`src/aep_ram.sv`:
```
`timescale 1ns / 1ps
module aep_ram #(
  parameter int WIDTH = 8,
  parameter int DEPTH = 64
) (
  input  logic                     clk,
  input  logic                     we,
  input  logic [$clog2(DEPTH)-1:0] waddr,
  input  logic [WIDTH-1:0]         wdata,
  input  logic [$clog2(DEPTH)-1:0] raddr,
  output logic [WIDTH-1:0]         rdata
);
  logic [WIDTH-1:0] mem [DEPTH];

  always_ff @(posedge clk) begin
    if (we) begin
      mem[waddr] <= wdata;
    end
    rdata <= mem[raddr];
  end
endmodule

```
`config.mk`:
```
export PLATFORM = sky130hd
export DESIGN_NAME = aep_ram
export DESIGN_NICKNAME = d
export VERILOG_FILES = /design/src/aep_ram.sv
export SDC_FILE = /design/constraint.sdc
export NUM_CORES = 1
export LEC_CHECK = 0
export BUFFER_PORTS_ARGS = -buffer_cell sky130_fd_sc_hd__clkbuf_2
export CAP_MARGIN = 20
export CORE_ASPECT_RATIO = 0.8
export CORE_UTILIZATION = 55
export DETAILED_ROUTE_END_ITERATION = 16
export PLACE_DENSITY = 0.79
export RECOVER_POWER = 100
export SETUP_SLACK_MARGIN = 0.05
export SKIP_CTS_REPAIR_TIMING = 1
export SLEW_MARGIN = 15
export SYNTH_ARGS = -nofsm -noshare
export SYNTH_HDL_FRONTEND = slang
export SYNTH_SLANG_ARGS = --single-unit
```
`constraint.sdc`:
```
create_clock -name clk -period 1.9 [get_ports clk]
set_input_delay 0 -clock clk [delete_from_list [all_inputs] [get_ports clk]]
set_output_delay 0 -clock clk [all_outputs]
set_load 0.01 [all_outputs]
```
== After elaboration in Yosys (flattened, before gate mapping) ==
Memory sizes are Yosys's and may differ from the RTL's. A register that Yosys moved wholly into a read port is not among the register bits.
Index checks and enable logic that the tools add are counted.

* Bits in writable memories: 512
* Input port bits: 22
* Register bits after elaboration: 0
* Output and inout bits: 8
* Logic and storage cells: 3
* Memories kept: 1

* Muxes and demuxes: 2

{| class="wikitable"
|+ Memories
! memory !! words !! width !! read ports !! clocked after Yosys merged registers in !! wr ports !! line !! source
|-
| mem || 64 || 8 || 1 || 1 || 1 || 13 || <nowiki>logic [WIDTH-1:0] mem [DEPTH];</nowiki>
|}

{| class="wikitable"
|+ Operators with widths
! cell !! number
|-
| 1-bit 2-to-1 mux || 2
|}

== Depth between registers and ports, before layout ==
* Depth in word-level cells: 2
* Depth in mapped cells: 9
* Gate-level depth less buffers: 5

== Worst setup path before layout ==
No wires, ideal clock.

* Kind: reg-to-reg
* From: memory mem[29][4]
* To: register rdata[4], read port of mem
* Cell stages (with the launch flop): 6
* Arrival time: 1.560 ns
* Setup time: 0.132 ns
* Data required time: 1.768 ns
* Period minus slack after synthesis: 1.692 ns
* Path buffers: 0
* Path slack: 0.208 ns
* Cells stage by stage: edfxtp_1 > mux4_2 > mux2_2 > o221a_2 > nor3_1 > o32ai_1

{| class="wikitable"
|+ RTL lines
! item !! line !! source
|-
| start, declared || 13 ||
|-
| end, declared || 11 || <nowiki>output logic [WIDTH-1:0] rdata</nowiki>
|}

==> summary.txt <==
GRT
  • GRT Overall Usage: 0.2472
  • Initial antenna violation count: 4
  • Largest net degree at the start of global routing: 65
  • Number of global-route vias before repair: just over 10000
  • First-pass GRT wire length: between 60000 and 70000 um
  • GRT overflow: 0

Worst setup path
  • Critical Path Start Type: flip-flop
  • FF-to-FF path depth: 5
  • CP arrival: ~2.3 ns
  • WS Path Type: flip-flop to flip-flop
  • Crit. End Element: flip-flop
  • CP required: 2.33 ns
  • Cell Chain, Critical Path: mux4_2, mux2_4, o221a_2, nor3_4, o32ai_1
  • Worst-path maximum fanout: 1
  • R2R Setup Slk: about 0.022 ns
  • Critical R2R Launch: mem[29][4]$_DFFE_PP_
  • Slowest stage cell, crit path: mux4_2
  • Worst R2R End: rdata[4]$_DFF_P_
  • Worst stage delay on the critical path: roughly 0.48 ns

Die
  • Core ar.: about 0.036 mm^2
  • Row count: 62
  • Die area: roughly 0.037 mm^2
  • Initial core utilization: 0.5603
  • Die Wd: 216.1 um
  • Io pins: 30
  • Die Y: roughly 170 um

Detailed routing
  • DR pass1 iterations: 5
  • Via-to-Cell Ratio: approximately 6.3
  • Routed via count: approximately 10000
  • Routed Antenna Nets: 0
  • # DRC: 0
  • Initial DRC count: between 1000 and 1500
  • Avg WL per Cell: approximately 28 um
  • Total Wirelength: roughly 45000 um

Synth
  • Post-synth top area cell: edfxtp_1
  • Post-synthesis cell area: between 0.02 and 0.025 mm^2
  • Async S/R FF share, synth: 0
  • Gate count of the mapped netlist: between 900 and 1000
  • Syn. warnings: 0
  • Register bit total from synthesis: 520
  • Synth Flop Type: edfxtp_1
  • Sequential share of the synthesized area: 0.7703
  • Post-synthesis net count: 962
  • Synth unique cells: 40
  • Post-synth top area share: 0.7624
  • Syn Area/Cell: ~21 um^2
  • Post-synth EDFFs: just over 500
  • Most area-consuming cells after synthesis: edfxtp_1 (76%), mux4_2 (14%), nor2_1 (1.5%)

STA
  • Min Hold Slack: around 0.098 ns
  • Clk_skew: 0.01362 ns
  • Max-slew violation count: 32
  • Crit share post-route: 0.9883
  • Worst slew pin tran: roughly 1.6 ns
  • RSZ-0062 raised after global routing: true
  • Final setup violation count: 0
  • Max-slew headroom: -0.07686
  • Minimum clock period: roughly 1.9 ns
  • Max Fclk: roughly 530 MHz
  • Hold Vio Cnt, Final: 0

Worst hold path
  • Worst hold stages: 3
  • Worst hold path startpoint: waddr[2]
  • Worst hold endpoint: mem[49][6]$_DFFE_PP_
  • Hold crit path type: primary input to flip-flop

Finish
  • Fill cell count: between 2000 and 2500
  • Layout cell share with drive strength beyond 1: 0.2443
  • Final net count: about 1100
  • Area growth syn-to-layout: 13.79%
  • Area of the multi-input gates: about 0.0044 mm^2
  • Register area: between 0.015 and 0.02 mm^2

Place
  • HPWL after DPL: roughly 29000 um
  • Port bufs: 29
  • Placer Congestion: 0.8450

Pwr
  • Maximum VDD drop: roughly 1 mV
  • Leak Pwr: 7.168 nW
  • Tot Pwr: 23.14 mW
  • Power per Cell Area: between 1000 and 1500 mW/mm^2

Clock network
  • Worst-path clk slew: approximately 0.070 ns
  • Clock Latency Late Sink: ~0.56 ns
  • Clk sinks: 520
  • Max Root-Sink Buffers: 3
  • CTS tree: yes
  • CTS Buf Count: 48
  • Root buf cell: clkbuf_16
  • H-tree depth: 2

Job
  • Max-cap violations: 1

Run status
  • Outcome: complete, but fails checks
  • Failing checks: capacitance limit, slew limit
flip-flops by register name, summed over array words and instances, names as in the netlist:
signal	count
mem	512
rdata	8
report_power, final:
part,total (mW),leakage (nW),switching (mW),internal (mW)
clock network,9.14,0.723,4.00,5.14
logic,1.25,1.77,0.750,0.504
registers,12.7,4.67,0.0458,12.7
area by class of cell:
type | count | area share
antenna | 2 | 0.0002181
clock buffer | 64 | 0.05763
clock inverter | 22 | 0.006706
multi-input combinational | 369 | 0.1903
sequential | 520 | 0.6770
tap | 480 | 0.02617
timing repair buffer | 167 | 0.04204
logic make-up after synthesis:
logic type	after synthesis	synth area share
flops	520	0.7703
mux	162	0.1594
simple gates	153	0.03387
compound gates	54	0.02072
buf+inv	51	0.01570
synthesized netlist by cell type, types with 2 or more instances:
library cell  instances
edfxtp_1            512
mux4_2              126
nor2_1               83
mux2i_1              23
nand2_1              19
clkbuf_1             17
nor2b_1              14
buf_4                13
mux2_2               13
nand3_1              13
buf_2                11
dfxtp_1               8
o221ai_1              8
o22ai_1               8
nand2b_1              7
nor3_1                7
a221oi_1              6
a211oi_1              4
buf_1                 4
buf_6                 4
a21oi_1               3
a22oi_1               3
nand3b_1              3
o2111ai_1             3
o2bb2ai_1             3
a2111oi_0             2
buf_12                2
nand4_1               2
nor4_1                2
o21a_1                2
o21ai_0               2
o21ai_1               2
o221a_2               2
o32ai_1               2
o41ai_1               2
worst max-delay path: cells and delay by family, from the launching register on:
family,cells,cell delay [ns]
DFF,1,0.37
and+or+nand+nor,1,0.20
muxes,2,0.76
AOI/OAI and AO/OA,2,0.43
worst max path at each step:
stage / from / endpoint / slack, ns / depth (start not counted)
detailed placement: raddr[0] / rdata[5]$_DFF_P_ / -0.25 / 7
global placement: raddr[0] / rdata[5]$_DFF_P_ / -0.26 / 7
global route: mem[16][6]$_DFFE_PP_ / rdata[6]$_DFF_P_ / -0.02 / 5
finish: mem[29][4]$_DFFE_PP_ / rdata[4]$_DFF_P_ / 0.02 / 5
CTS: mem[29][4]$_DFFE_PP_ / rdata[4]$_DFF_P_ / -0.15 / 5
floorplan: mem[29][4]$_DFFE_PP_ / rdata[4]$_DFF_P_ / 0.21 / 5
layout by cell type, fill, tap and decap left out, types with 9 or more instances in the layout:
master     count
nand3_1       13
mux2_2        12
clkinv_2       9
nor2b_1       14
nand2_1       19
nor2_1        83
clkbuf_16     49
clkbuf_2      19
edfxtp_1     512
mux4_2       126
clkinv_1       9
mux2i_1       23
buf_12         9
clkbuf_1     109
buf_4         37
layer usage:
metal / GRT usage / share of wire / up-vias
li1: - / - / 4268
met1: 0.3768 / 0.41 / 5291
met2: 0.3731 / 0.47 / 597
met3: 0.04596 / 0.10 / 73
met4: 0.06661 / 0.022 / 2
met5: 0 / 0.00029 / -
stage by stage:
step	setup slack, ns	utilization	TNS (ns)	cell area (um^2)	cells
final	0.02230	0.6375	0	22950	1624
after global routing	-0.01843	0.6374	-0.02082	22940	1622
after CTS	-0.1492	0.6456	-0.3302	23240	1619
after detailed placement	-0.2469	0.6046	-1.031	21760	1533
after global placement	-0.2588	0.6046	-0.9822	21760	1533
after floorplan	0.2078	-	0	20170	940
Note: power is estimated with default switching activity, not from simulation.
